==> src/hw/rtl/wbc_pkg.sv <==
// wbc_pkg: shared constants, op codes and types of the word break way counter
// used by wbc_sat_acc and word_break_way_counter; depends on nothing

package wbc_pkg;

	// capacities
	localparam int MAX_TARGET   = 64;
	localparam int MAX_WORDS    = 16;
	localparam int MAX_WORD_LEN = 16;

	// derived widths
	localparam int TLEN_W  = $clog2(MAX_TARGET + 1);
	localparam int TIDX_W  = $clog2(MAX_TARGET);
	localparam int CNT_W   = $clog2(MAX_WORDS + 1);
	localparam int WIDX_W  = $clog2(MAX_WORDS);
	localparam int WLEN_W  = $clog2(MAX_WORD_LEN + 1);
	localparam int KIDX_W  = $clog2(MAX_WORD_LEN);
	localparam int BANK_AW = $clog2(MAX_WORDS * MAX_WORD_LEN);
	localparam int SUM_W   = TLEN_W + 1;

	localparam int COUNT_W = 32;
	localparam logic [COUNT_W-1:0] COUNT_MAX = '1;

	// op codes of an input item
	localparam logic [1:0] OP_BANK    = 2'd0;
	localparam logic [1:0] OP_TARGET  = 2'd1;
	localparam logic [1:0] OP_COMPUTE = 2'd2;
	localparam logic [1:0] OP_CLEAR   = 2'd3;

	// control of the shared saturating accumulator
	typedef struct packed {
		logic clr_sum;
		logic clr_flag;
		logic add;
	} acc_ctl_t;

endpackage

==> src/hw/rtl/wbc_sat_acc.sv <==
// wbc_sat_acc: shared saturating 32-bit accumulator with sticky overflow flag
// depends on wbc_pkg

module wbc_sat_acc (
	input  logic                         clk,
	input  logic                         arst_n,
	input  wbc_pkg::acc_ctl_t            ctl,
	input  logic [wbc_pkg::COUNT_W-1:0]  addend,
	output logic [wbc_pkg::COUNT_W-1:0]  sum,
	output logic                         sat
);

	logic [wbc_pkg::COUNT_W:0] wide_sum;
	logic [wbc_pkg::COUNT_W-1:0] sum_q;
	logic sat_q;

	// one wide add, carry out means overflow
	assign wide_sum = {1'b0, sum_q} + {1'b0, addend};

	// running sum, payload only
	always_ff @(posedge clk) begin
		if (ctl.clr_sum) begin
			sum_q <= '0;
		end else if (ctl.add) begin
			sum_q <= wide_sum[wbc_pkg::COUNT_W] ? wbc_pkg::COUNT_MAX
				: wide_sum[wbc_pkg::COUNT_W-1:0];
		end
	end

	// sticky overflow flag for a whole compute
	always_ff @(posedge clk or negedge arst_n) begin
		if (!arst_n) begin
			sat_q <= 1'b0;
		end else if (ctl.clr_flag) begin
			sat_q <= 1'b0;
		end else if (ctl.add && wide_sum[wbc_pkg::COUNT_W]) begin
			sat_q <= 1'b1;
		end
	end

	assign sum = sum_q;
	assign sat = sat_q;

endmodule

==> src/hw/rtl/word_break_way_counter.sv <==
// word_break_way_counter: top level, load logic, memories and compute sequencer
// depends on wbc_pkg and wbc_sat_acc
//
// Usage: input items carry op, symbol and end_word. Op bank appends a character
// to the open bank word (end_word closes it), op target appends a target
// character, op clear empties the bank and the open word, op compute counts
// the ways the target splits into bank words and emits one result item with
// way_count, saturated and load_error. Only compute gives a result.
// Load and clear items are accepted back to back. A compute walks target
// positions from the end down to zero; at each it tries every bank word,
// comparing one character at a time through the registered memory read
// ports (a read state, then a check state), and adds the suffix count of a
// full match through the one shared saturating adder. in_stall stays high
// for the whole compute. The result sits in an output register; while
// out_stall holds it, the next item is still accepted, but a compute then
// runs and waits to finish until the register is free.
// Reset empties bank and target and clears the error flag and out_valid.

module word_break_way_counter (
	input  logic        clk,
	input  logic        arst_n,
	input  logic        in_valid,
	output logic        in_stall,
	input  logic [1:0]  op,
	input  logic [7:0]  symbol,
	input  logic        end_word,
	output logic        out_valid,
	input  logic        out_stall,
	output logic [31:0] way_count,
	output logic        saturated,
	output logic        load_error
);

	localparam int TLEN_W  = wbc_pkg::TLEN_W;
	localparam int TIDX_W  = wbc_pkg::TIDX_W;
	localparam int CNT_W   = wbc_pkg::CNT_W;
	localparam int WIDX_W  = wbc_pkg::WIDX_W;
	localparam int WLEN_W  = wbc_pkg::WLEN_W;
	localparam int KIDX_W  = wbc_pkg::KIDX_W;
	localparam int BANK_AW = wbc_pkg::BANK_AW;
	localparam int SUM_W   = wbc_pkg::SUM_W;
	localparam int COUNT_W = wbc_pkg::COUNT_W;

	// sequencer states
	localparam logic [3:0] ST_IDLE     = 4'd0;
	localparam logic [3:0] ST_POS      = 4'd1;
	localparam logic [3:0] ST_WORD     = 4'd2;
	localparam logic [3:0] ST_CMP_RD   = 4'd3;
	localparam logic [3:0] ST_CMP_CHK  = 4'd4;
	localparam logic [3:0] ST_WAYS_RD  = 4'd5;
	localparam logic [3:0] ST_WAYS_ADD = 4'd6;
	localparam logic [3:0] ST_STORE    = 4'd7;
	localparam logic [3:0] ST_OUT      = 4'd8;

	// memories and word length registers
	logic [7:0]         target_mem [wbc_pkg::MAX_TARGET];
	logic [7:0]         bank_mem   [wbc_pkg::MAX_WORDS * wbc_pkg::MAX_WORD_LEN];
	logic [COUNT_W-1:0] ways_mem   [wbc_pkg::MAX_TARGET + 1];
	logic [WLEN_W-1:0]  wlen_q     [wbc_pkg::MAX_WORDS];

	// control state
	logic [3:0]         state_q;
	logic [TLEN_W-1:0]  tlen_q;
	logic [CNT_W-1:0]   wcount_q;
	logic [WLEN_W-1:0]  open_q;
	logic               err_q;
	logic [TLEN_W-1:0]  pos_q;
	logic [CNT_W-1:0]   w_q;
	logic [WLEN_W-1:0]  k_q;
	logic               out_valid_q;

	// payload registers
	logic [COUNT_W-1:0] result_q;
	logic [COUNT_W-1:0] out_count_q;
	logic               out_sat_q;
	logic               out_err_q;
	logic [7:0]         bank_rd_q;
	logic [7:0]         tgt_rd_q;
	logic [COUNT_W-1:0] ways_rd_q;

	logic               in_acc;
	logic               out_free;
	logic [WLEN_W-1:0]  cur_len;
	logic [SUM_W-1:0]   reach;
	logic [BANK_AW-1:0] bank_raddr;
	logic [BANK_AW-1:0] bank_waddr;
	logic [TIDX_W-1:0]  tgt_raddr;
	logic [TLEN_W-1:0]  ways_raddr;
	logic               ways_we;
	logic [TLEN_W-1:0]  ways_waddr;
	logic [COUNT_W-1:0] ways_wdata;
	logic [WLEN_W-1:0]  close_len;
	wbc_pkg::acc_ctl_t  acc_ctl;
	logic [COUNT_W-1:0] acc_sum;
	logic               acc_sat;

	assign in_acc   = in_valid && !in_stall;
	assign in_stall = (state_q != ST_IDLE);
	assign out_free = !out_valid_q || !out_stall;

	// length of the word under test and the position just past it
	assign cur_len = wlen_q[w_q[WIDX_W-1:0]];
	assign reach   = SUM_W'(pos_q) + SUM_W'(cur_len);

	// read addresses
	assign bank_raddr = BANK_AW'(w_q[WIDX_W-1:0]) * BANK_AW'(wbc_pkg::MAX_WORD_LEN)
		+ BANK_AW'(k_q[KIDX_W-1:0]);
	assign tgt_raddr  = TIDX_W'(pos_q + TLEN_W'(k_q));
	assign ways_raddr = TLEN_W'(reach);
	assign bank_waddr = BANK_AW'(wcount_q[WIDX_W-1:0]) * BANK_AW'(wbc_pkg::MAX_WORD_LEN)
		+ BANK_AW'(open_q[KIDX_W-1:0]);

	// length of a word closed by this item
	assign close_len = (open_q < WLEN_W'(wbc_pkg::MAX_WORD_LEN)) ? open_q + 1'b1 : open_q;

	// suffix table write port: seed at compute start, sums at each position
	always_comb begin
		ways_we    = 1'b0;
		ways_waddr = tlen_q;
		ways_wdata = COUNT_W'(1);
		if (in_acc && op == wbc_pkg::OP_COMPUTE) begin
			ways_we = 1'b1;
		end else if (state_q == ST_STORE) begin
			ways_we    = 1'b1;
			ways_waddr = pos_q;
			ways_wdata = acc_sum;
		end
	end

	// memory ports
	always_ff @(posedge clk) begin
		if (ways_we) begin
			ways_mem[ways_waddr] <= ways_wdata;
		end
		ways_rd_q <= ways_mem[ways_raddr];
	end

	always_ff @(posedge clk) begin
		if (in_acc && op == wbc_pkg::OP_TARGET && tlen_q < TLEN_W'(wbc_pkg::MAX_TARGET)) begin
			target_mem[tlen_q[TIDX_W-1:0]] <= symbol;
		end
		tgt_rd_q <= target_mem[tgt_raddr];
	end

	always_ff @(posedge clk) begin
		if (in_acc && op == wbc_pkg::OP_BANK && wcount_q < CNT_W'(wbc_pkg::MAX_WORDS)
			&& open_q < WLEN_W'(wbc_pkg::MAX_WORD_LEN)) begin
			bank_mem[bank_waddr] <= symbol;
		end
		bank_rd_q <= bank_mem[bank_raddr];
	end

	// word lengths, written when a word closes
	always_ff @(posedge clk) begin
		if (in_acc && op == wbc_pkg::OP_BANK && wcount_q < CNT_W'(wbc_pkg::MAX_WORDS)
			&& end_word && close_len != '0) begin
			wlen_q[wcount_q[WIDX_W-1:0]] <= close_len;
		end
	end

	// accumulator control
	always_comb begin
		acc_ctl.clr_sum  = (state_q == ST_POS);
		acc_ctl.clr_flag = in_acc && op == wbc_pkg::OP_COMPUTE;
		acc_ctl.add      = (state_q == ST_WAYS_ADD);
	end

	wbc_sat_acc u_acc (
		.clk    (clk),
		.arst_n (arst_n),
		.ctl    (acc_ctl),
		.addend (ways_rd_q),
		.sum    (acc_sum),
		.sat    (acc_sat)
	);

	// load logic and compute sequencer
	always_ff @(posedge clk or negedge arst_n) begin
		if (!arst_n) begin
			state_q  <= ST_IDLE;
			tlen_q   <= '0;
			wcount_q <= '0;
			open_q   <= '0;
			err_q    <= 1'b0;
			pos_q    <= '0;
			w_q      <= '0;
			k_q      <= '0;
		end else begin
			unique case (state_q)
				ST_IDLE: begin
					if (in_acc) begin
						unique case (op)
							wbc_pkg::OP_BANK: begin
								if (wcount_q >= CNT_W'(wbc_pkg::MAX_WORDS)) begin
									err_q <= 1'b1;
								end else begin
									if (open_q >= WLEN_W'(wbc_pkg::MAX_WORD_LEN)) begin
										err_q <= 1'b1;
									end
									if (end_word) begin
										if (close_len != '0) begin
											wcount_q <= wcount_q + 1'b1;
										end
										open_q <= '0;
									end else if (open_q < WLEN_W'(wbc_pkg::MAX_WORD_LEN)) begin
										open_q <= open_q + 1'b1;
									end
								end
							end
							wbc_pkg::OP_TARGET: begin
								if (tlen_q < TLEN_W'(wbc_pkg::MAX_TARGET)) begin
									tlen_q <= tlen_q + 1'b1;
								end else begin
									err_q <= 1'b1;
								end
							end
							wbc_pkg::OP_COMPUTE: begin
								pos_q   <= tlen_q;
								state_q <= ST_POS;
							end
							wbc_pkg::OP_CLEAR: begin
								wcount_q <= '0;
								open_q   <= '0;
							end
							default: ;
						endcase
					end
				end
				// step to the next lower position, or finish
				ST_POS: begin
					if (pos_q == '0) begin
						state_q <= ST_OUT;
					end else begin
						pos_q   <= pos_q - 1'b1;
						w_q     <= '0;
						state_q <= ST_WORD;
					end
				end
				// pick the next word that fits in the rest of the target
				ST_WORD: begin
					if (w_q == wcount_q) begin
						state_q <= ST_STORE;
					end else if (cur_len == '0 || reach > SUM_W'(tlen_q)) begin
						w_q <= w_q + 1'b1;
					end else begin
						k_q     <= '0;
						state_q <= ST_CMP_RD;
					end
				end
				ST_CMP_RD: begin
					state_q <= ST_CMP_CHK;
				end
				// compare one character
				ST_CMP_CHK: begin
					if (bank_rd_q != tgt_rd_q) begin
						w_q     <= w_q + 1'b1;
						state_q <= ST_WORD;
					end else if (k_q + 1'b1 == cur_len) begin
						state_q <= ST_WAYS_RD;
					end else begin
						k_q     <= k_q + 1'b1;
						state_q <= ST_CMP_RD;
					end
				end
				ST_WAYS_RD: begin
					state_q <= ST_WAYS_ADD;
				end
				ST_WAYS_ADD: begin
					w_q     <= w_q + 1'b1;
					state_q <= ST_WORD;
				end
				ST_STORE: begin
					state_q <= ST_POS;
				end
				// hand the count to the output register
				ST_OUT: begin
					if (out_free) begin
						tlen_q  <= '0;
						err_q   <= 1'b0;
						state_q <= ST_IDLE;
					end
				end
				default: begin
					state_q <= ST_IDLE;
				end
			endcase
		end
	end

	// count of the latest position, one for an empty target
	always_ff @(posedge clk) begin
		if (in_acc && op == wbc_pkg::OP_COMPUTE) begin
			result_q <= COUNT_W'(1);
		end else if (state_q == ST_STORE) begin
			result_q <= acc_sum;
		end
	end

	// output register
	always_ff @(posedge clk or negedge arst_n) begin
		if (!arst_n) begin
			out_valid_q <= 1'b0;
		end else if (state_q == ST_OUT && out_free) begin
			out_valid_q <= 1'b1;
		end else if (!out_stall) begin
			out_valid_q <= 1'b0;
		end
	end

	always_ff @(posedge clk) begin
		if (state_q == ST_OUT && out_free) begin
			out_count_q <= result_q;
			out_sat_q   <= acc_sat;
			out_err_q   <= err_q;
		end
	end

	assign out_valid  = out_valid_q;
	assign way_count  = out_count_q;
	assign saturated  = out_sat_q;
	assign load_error = out_err_q;

endmodule
==> config.mk <==
export PLATFORM = sky130hd
export DESIGN_NAME = word_break_way_counter
export DESIGN_NICKNAME = d
export VERILOG_FILES = /design/src/hw/rtl/wbc_pkg.sv /design/src/hw/rtl/wbc_sat_acc.sv /design/src/hw/rtl/word_break_way_counter.sv
export SDC_FILE = /design/constraint.sdc
export NUM_CORES = 2
export LEC_CHECK = 0
export ABC_CLOCK_PERIOD_IN_PS = 5400
export BUFFER_PORTS_ARGS = -buffer_cell sky130_fd_sc_hd__buf_4
export CAP_MARGIN = 10
export CORE_MARGIN = 4
export CORE_UTILIZATION = 51
export CTS_CLUSTER_DIAMETER = 150
export DETAILED_ROUTE_END_ITERATION = 12
export PLACE_DENSITY = 0.71
export SLEW_MARGIN = 30
export SYNTH_ARGS = -nofsm -noshare
export SYNTH_HDL_FRONTEND = slang
export SYNTH_MEMORY_MAX_BITS = 65536
export SYNTH_SLANG_ARGS = --single-unit
==> constraint.sdc <==
create_clock -name clk -period 5.4 [get_ports clk]
set_clock_uncertainty 0.2 [all_clocks]
set_input_delay 0.54 -clock clk [delete_from_list [all_inputs] [get_ports clk]]
set_output_delay 0.54 -clock clk [all_outputs]
set_load 0.05 [all_outputs]
; ---- After elaboration in Yosys (flattened, before gate mapping)
; Memory sizes are Yosys's and may differ from the RTL's. A register that Yosys moved wholly into a read port is not among the register bits.
; Index checks and enable logic that the tools add are counted.
; W data, S select, Z words.
[totals]
elab_cells = 168
mem_bits_rw = 4720
reg_bits = 139
out_inout_bits = 36
n_memories = 4
[memory_table]
columns = name, depth, width, read_ports, rd_ports_with_merged_regs, write_ports, line
row1 = ways_mem, 65, 32, 1, 1, 1, word_break_way_counter.sv:58  ; logic [COUNT_W-1:0] ways_mem [wbc_pkg::MAX_TARGET + 1];
row2 = bank_mem, 256, 8, 1, 1, 1, word_break_way_counter.sv:57  ; logic [7:0] bank_mem [wbc_pkg::MAX_WORDS * wbc_pkg::MAX_WORD_LEN];
row3 = target_mem, 64, 8, 1, 1, 1, word_break_way_counter.sv:56  ; logic [7:0] target_mem [wbc_pkg::MAX_TARGET];
row4 = wlen_q, 16, 5, 1, 0, 1, word_break_way_counter.sv:59  ; logic [WLEN_W-1:0] wlen_q [wbc_pkg::MAX_WORDS];
[classes]
addsub = 11
reduce_logical = 36
n_lt_le_gt_ge = 6
eq_ne = 34
n_mux = 62
[op_table]
columns = operator, count
row1 = $mux W32, 3
row2 = $mux W5, 14
row3 = $mux W7, 9
row4 = $pmux W4 S9, 1
row5 = $add A32 B32 Y33, 1
row6 = $pmux W5 S2, 3
row7 = $ne A2 B2 Y1 const B, 14
row8 = $pmux W7 S2, 2
row9 = $mux W4, 6
row10 = $add A5 B1 Y5 const B, 4
row11 = $pmux W5 S4, 1
row12 = $mux W1, 19
row13 = $add A8 B4 Y8, 2
row14 = $eq A4 B3 Y1 const B, 4
row15 = $reduce_and A5 Y1, 3
row16 = $reduce_and A4 Y1, 3
row17 = $reduce_and A6 Y1, 2
row18 = $logic_and A1 B1 Y1, 11
row19 = $eq A5 B5 Y1, 2
row20 = $ge A5 B5 Y1 const B, 2
row21 = $lt A5 B5 Y1 const B, 2
row22 = $reduce_bool A2 Y1, 5
row23 = $ne A3 B3 Y1 const B, 3
row24 = $add A7 B5 Y8, 1
row25 = 23 further kinds, 32

; ---- Logic depth before layout (Yosys ltp)
[logic_depth]
word_depth = 9
mapped_depth = 26
mapped_depth_nobuf = 21

; ---- Modules after synthesis
; Synthesis repeated with hierarchy kept, for this count alone.
[unflattened]
hier_cells = 8491
area_unflattened_um2 = 190266.2
[modules_own_cells]
columns = mod, n_inst, area_each_um2, seq_area_each_um2, cells_per_inst
row1 = word_break_way_counter, 1, 187363.4, 145359.4, 8140
row2 = wbc_sat_acc, 1, 2902.8, 665.6, 351

; ---- Worst setup path after synthesis
; Ideal clock, no wire load.
[synth_path]
path_kind = register to register
from = register w_q[1]
to = register k_q[1]
slack_ps = 225
stages_incl_launch_ff = 23
t_required_ps = 5078
arrival_ps = 4853
cell_sequence = dfrtp_1 -> buf_4 -> buf_6 -> buf_6 -> mux4_2 -> mux2i_1 -> mux2i_1 -> ha_1 -> a21oi_1 -> inv_1 -> a21oi_1 -> xnor2_1 -> buf_2 -> buf_1 -> ha_1 -> o21ai_0 -> a21oi_1 -> o31ai_1 -> a21oi_1 -> nor4b_1 -> o21ai_0 -> o21bai_1 -> a32o_1
[synth_via]
elab_chain_len = 6
elab_cells_between_ends = 11
[synth_rtl]
columns = item, line
row1 = "start, declared", word_break_way_counter.sv:68  ; logic [CNT_W-1:0] w_q;
row2 = "start signal, assigned", word_break_way_counter.sv:244  ; w_q <= w_q + 1'b1;
row3 = "start signal, assigned", word_break_way_counter.sv:256  ; w_q <= w_q + 1'b1;
row4 = "start signal, assigned", word_break_way_counter.sv:269  ; w_q <= w_q + 1'b1;
row5 = $mem_v2 Z16 W5, --
row6 = $add A7 B5 Y8, word_break_way_counter.sv:103  ; assign reach = SUM_W'(pos_q) + SUM_W'(cur_len);
row7 = $gt A8 B7 Y1, word_break_way_counter.sv:243  ; end else if (cur_len == '0 || reach > SUM_W'(tlen_q)) begin
row8 = $logic_or A1 B1 Y1, word_break_way_counter.sv:243
row9 = $ne A2 B2 Y1 (no line), --
row10 = $reduce_and A5 Y1 (no line) (*), --
row11 = "end signal, assigned", word_break_way_counter.sv:261  ; k_q <= k_q + 1'b1;
row12 = "end, declared", word_break_way_counter.sv:69  ; logic [WLEN_W-1:0] k_q;
; Every way passes the cells marked *; elsewhere a longest branch is shown, timed or not.
; A chain may end at the register's enable or synchronous reset.

; ---- Worst setup path in the final report
; Ends and elaborated chain as after synthesis.

==> impl_metrics.yaml <==
status:
  outcome: "complete, no violations"
run:
  maxCapViolations: 0
power:
  ir_drop_uv: 998
  powerDensity_nw_per_um2: 504
  power_w: 0.108
  p_leak_nw: 64.2
global_route:
  grt_pass1_vias: 90800
  grt_max_degree: 180
  gr-usage-all-layers_pct: 23.4
  grt_pass1_wl_um: 654000
  antenna_found_initial: 27
  grt_overflow: 0
route:
  via_per_inst: 6.35
  dr_wl_met2_um: 225000
  vias: 89900
  top_layer: "met5"
  drt-met1-wl_um: 170000
  drtIter0Drc: 12000
  wl_met3_um: 38700
  routed_wl_um: 450000
  wire_per_inst_um: 31.8
  ant_nets: 0
  drc: 0
  first_pass_iters: 6
synthesis:
  synth_top_area_share_pct: 75.0
  yosys-top-cells-area: "edfxtp_1, mux4_2, mux2i_1, dfxtp_1, nor2_1"
  yosys.cell_types.count: 64
  yosysWarningCount: 0
  yosys_register_bits: 4907
  synth_fp_nets: 8509
  synth_largest_area_cell: "edfxtp_1"
  synth_area_sq_um: 190000
  postSynthAreaPerCell_sq_um: 22.6
  ys.flop_type: "edfxtp_1"
  synthCells: 8430
  synth-edff-count: 4754
  ys_seq_area_share_pct: 76.7
  async_flop_share_pct: 0.836
cts:
  cts_buffer_depth: 4
  cts_resized: 0
  tritoncts: "yes"
  cts.clk_slew.worst_paths_ns: 0.07
  cts_buffers: 469
  cts_hold_buf: 18
  clock_sinks: 4907
  h-tree-depth: 5
  clock_latency_ns: 1.02
  clock-root-buffer: "clkbuf_16"
  cts_setup_buffers: 0
timing:
  drv_slew: 0
  max_freq_ghz: 0.196
  whs_ns: 0.178
  max_slew.worst_pin.slew_ns: 1.04
  slew_headroom_pct: 30.9
  rsz0062_at_grt: "no"
  layout_min_cycle_time_ns: 5.10
  finalSetupTns_ns: 0
  min_period_over_period_pct: 94.4
  finalSetupViolCount: 0
  hold_violations: 0
placement:
  io_buffers: 50
  place.gp.congestion: 0.824
  placedCellCount: 13300
  dp_hpwl_um: 251000
finish:
  area_growth_pct: 12.7
  fillCellCount: 26100
  final_cells: 14200
  nNetsFinal: 8847
  drive_gt1_share_pct: 28.4
  multi_input_area_sq_um: 43100
  seq_area_sq_um: 146000
floorplanning:
  die_y_um: 619
  ios: 51
  core-area_sq_um: 372000
  rows: 224
  dieArea_sq_um: 383000
  initial_utilization_pct: 51.2
  die-width_um: 619
critical_path:
  crit_arrival_ns: 5.72
  worstSetupEndpointType: "flip-flop"
  worstPathMaxFanout: 24
  critPathKind: "reg -> reg"
  required_ns: 6.02
  startpoint_type: "flip-flop"
worst_hold_path:
  hp-class: "reg -> reg"
-- Yosys cell counts (39+ instances only) --
master    count
mux2i_1     278
mux4_2     1429
inv_1        39
clkbuf_1    262
buf_2       118
xor2_1       46
and2_1       42
nand3_1      45
buf_1        64
dfxtp_1     112
o21ai_0     108
nor2_1      468
dfrtp_1      41
nand2_1     153
edfxtp_1   4754
ha_1         61
a21oi_1      95
a21o_1       46
-- cell type report --
type	instances	area share, %
Sequential cell	4907	68.0
Antenna cell	7	0.00816
Tap cell	4972	2.90
Multi-Input combinational cell	3029	20.1
Inverter	40	0.0699
Clock inverter	298	1.39
Timing Repair Buffer	321	1.69
Clock buffer	581	5.82
-- cells in the final DEF (no fill, tap or decap), types with 26 or more instances in the layout --
cell type | netlist | layout
mux2_2 | 35 | 35
bufinv_16 | 0 | 51
mux2i_1 | 278 | 278
clkbuf_16 | 0 | 476
clkinv_2 | 0 | 99
inv_1 | 39 | 39
nand2_1 | 153 | 145
nor2_4 | 0 | 67
nand3_1 | 45 | 39
mux4_2 | 1429 | 1429
nor2_1 | 468 | 400
dfrtp_1 | 41 | 36
a21o_1 | 46 | 46
ha_1 | 61 | 59
clkinv_1 | 1 | 98
dfxtp_1 | 112 | 112
buf_4 | 5 | 206
edfxtp_1 | 4754 | 4754
o21ai_0 | 108 | 107
a21oi_1 | 95 | 94
buf_12 | 0 | 88
and2_4 | 0 | 29
nor2b_1 | 26 | 26
xor2_1 | 46 | 44
clkbuf_1 | 262 | 87
-- critical path: stages (launching register included) --
cell,delay [ns]
dfrtp_1,0.37
buf_12,0.22
mux4_2,0.56
mux4_2,0.56
inv_1,0.11
fa_4,0.29
nor2b_1,0.06
o21ai_0,0.17
nand2_1,0.18
a21o_1,0.22
nand2_1,0.10
xnor2_2,0.09
ha_1,0.32
nand3_1,0.10
o22ai_1,0.17
a21oi_1,0.10
nor4b_1,0.38
buf_4,0.18
o21ai_0,0.15
o21bai_1,0.23
a32o_1,0.21
-- power breakdown --
part | internal, W | leakage [nW] | total (W) | switching (W)
registers | 0.0423 | 42.2 | 0.0429 | 0.000609
logic | 0.0150 | 14.5 | 0.0324 | 0.0174
clock network | 0.0188 | 7.57 | 0.0328 | 0.0140
total | 0.0762 | 64.2 | 0.108 | 0.0320
-- metal layers --
metal  GRT usage (%)  up-vias
met1            32.8    48000
li1                -    36200
met3            3.54      892
met2            38.4     4735
met4            7.39        8
met5               0        -
-- path summary, 6_finish.rpt --
path | startpoint | slack (ns) | endpoint | cells after the start
setup / recovery | w_q[1]$_DFFE_PN0P_ | 0.30 | k_q[1]$_DFFE_PN0P_ | 20
hold / removal | ways_mem[64][19]$_DFFE_PP_ | 0.18 | ways_rd_q[19]$_DFF_P_ | 2
setup reg to reg | w_q[1]$_DFFE_PN0P_ | 0.30 | k_q[1]$_DFFE_PN0P_ | 20
hold reg to reg | ways_mem[64][19]$_DFFE_PP_ | 0.18 | ways_rd_q[19]$_DFF_P_ | 2
max in group asynchronous | arst_n | 3.26 | wcount_q[1]$_DFFE_PN0P_ | 4
min in group asynchronous | arst_n | 0.63 | open_q[1]$_DFFE_PN0P_ | 3
-- flip-flops by register name (all words and copies together) (netlist names) --
signal	count
saturated	1
wlen_q	80
ways_mem	2080
out_valid	1
bank_mem	2048
bank_rd_q	8
ways_rd_q	32
load_error	1
way_count	32
u_acc.sat	1
target_mem	512
err_q	1
wcount_q	5
open_q	5
u_acc.sum	32
result_q	32
tgt_rd_q	8
tlen_q	7
pos_q	7
state_q	4
k_q	5
w_q	5
-- logic make-up (layout without fill, tap and decap cells) --
group	after synthesis	count (layout)	synth area share [%]
other	0	7	0
and+or+nand+nor	807	807	1.81
adders and majority gates	64	64	0.432
muxes	1742	1742	18.6
buffers and inverters	494	1240	1.08
DFF	4907	4907	76.7
AOI/OAI and AO/OA	345	345	1.10
xor gates and xnor gates	71	71	0.327
-- stage by stage --
| step | worst slack (ns) | util (%) | instance area, sq um |
|---|---|---|---|
| final | 0.301 | 57.7 | 215000 |
| after global routing | 0.0653 | 57.7 | 215000 |
| after CTS | 0.381 | 57.7 | 215000 |
| after detailed placement | 0.442 | 53.5 | 199000 |
| after global placement | 0.372 | 53.4 | 199000 |
| after floorplan | 0.225 | - | 190000 |
(Power assumes the default switching activity.)
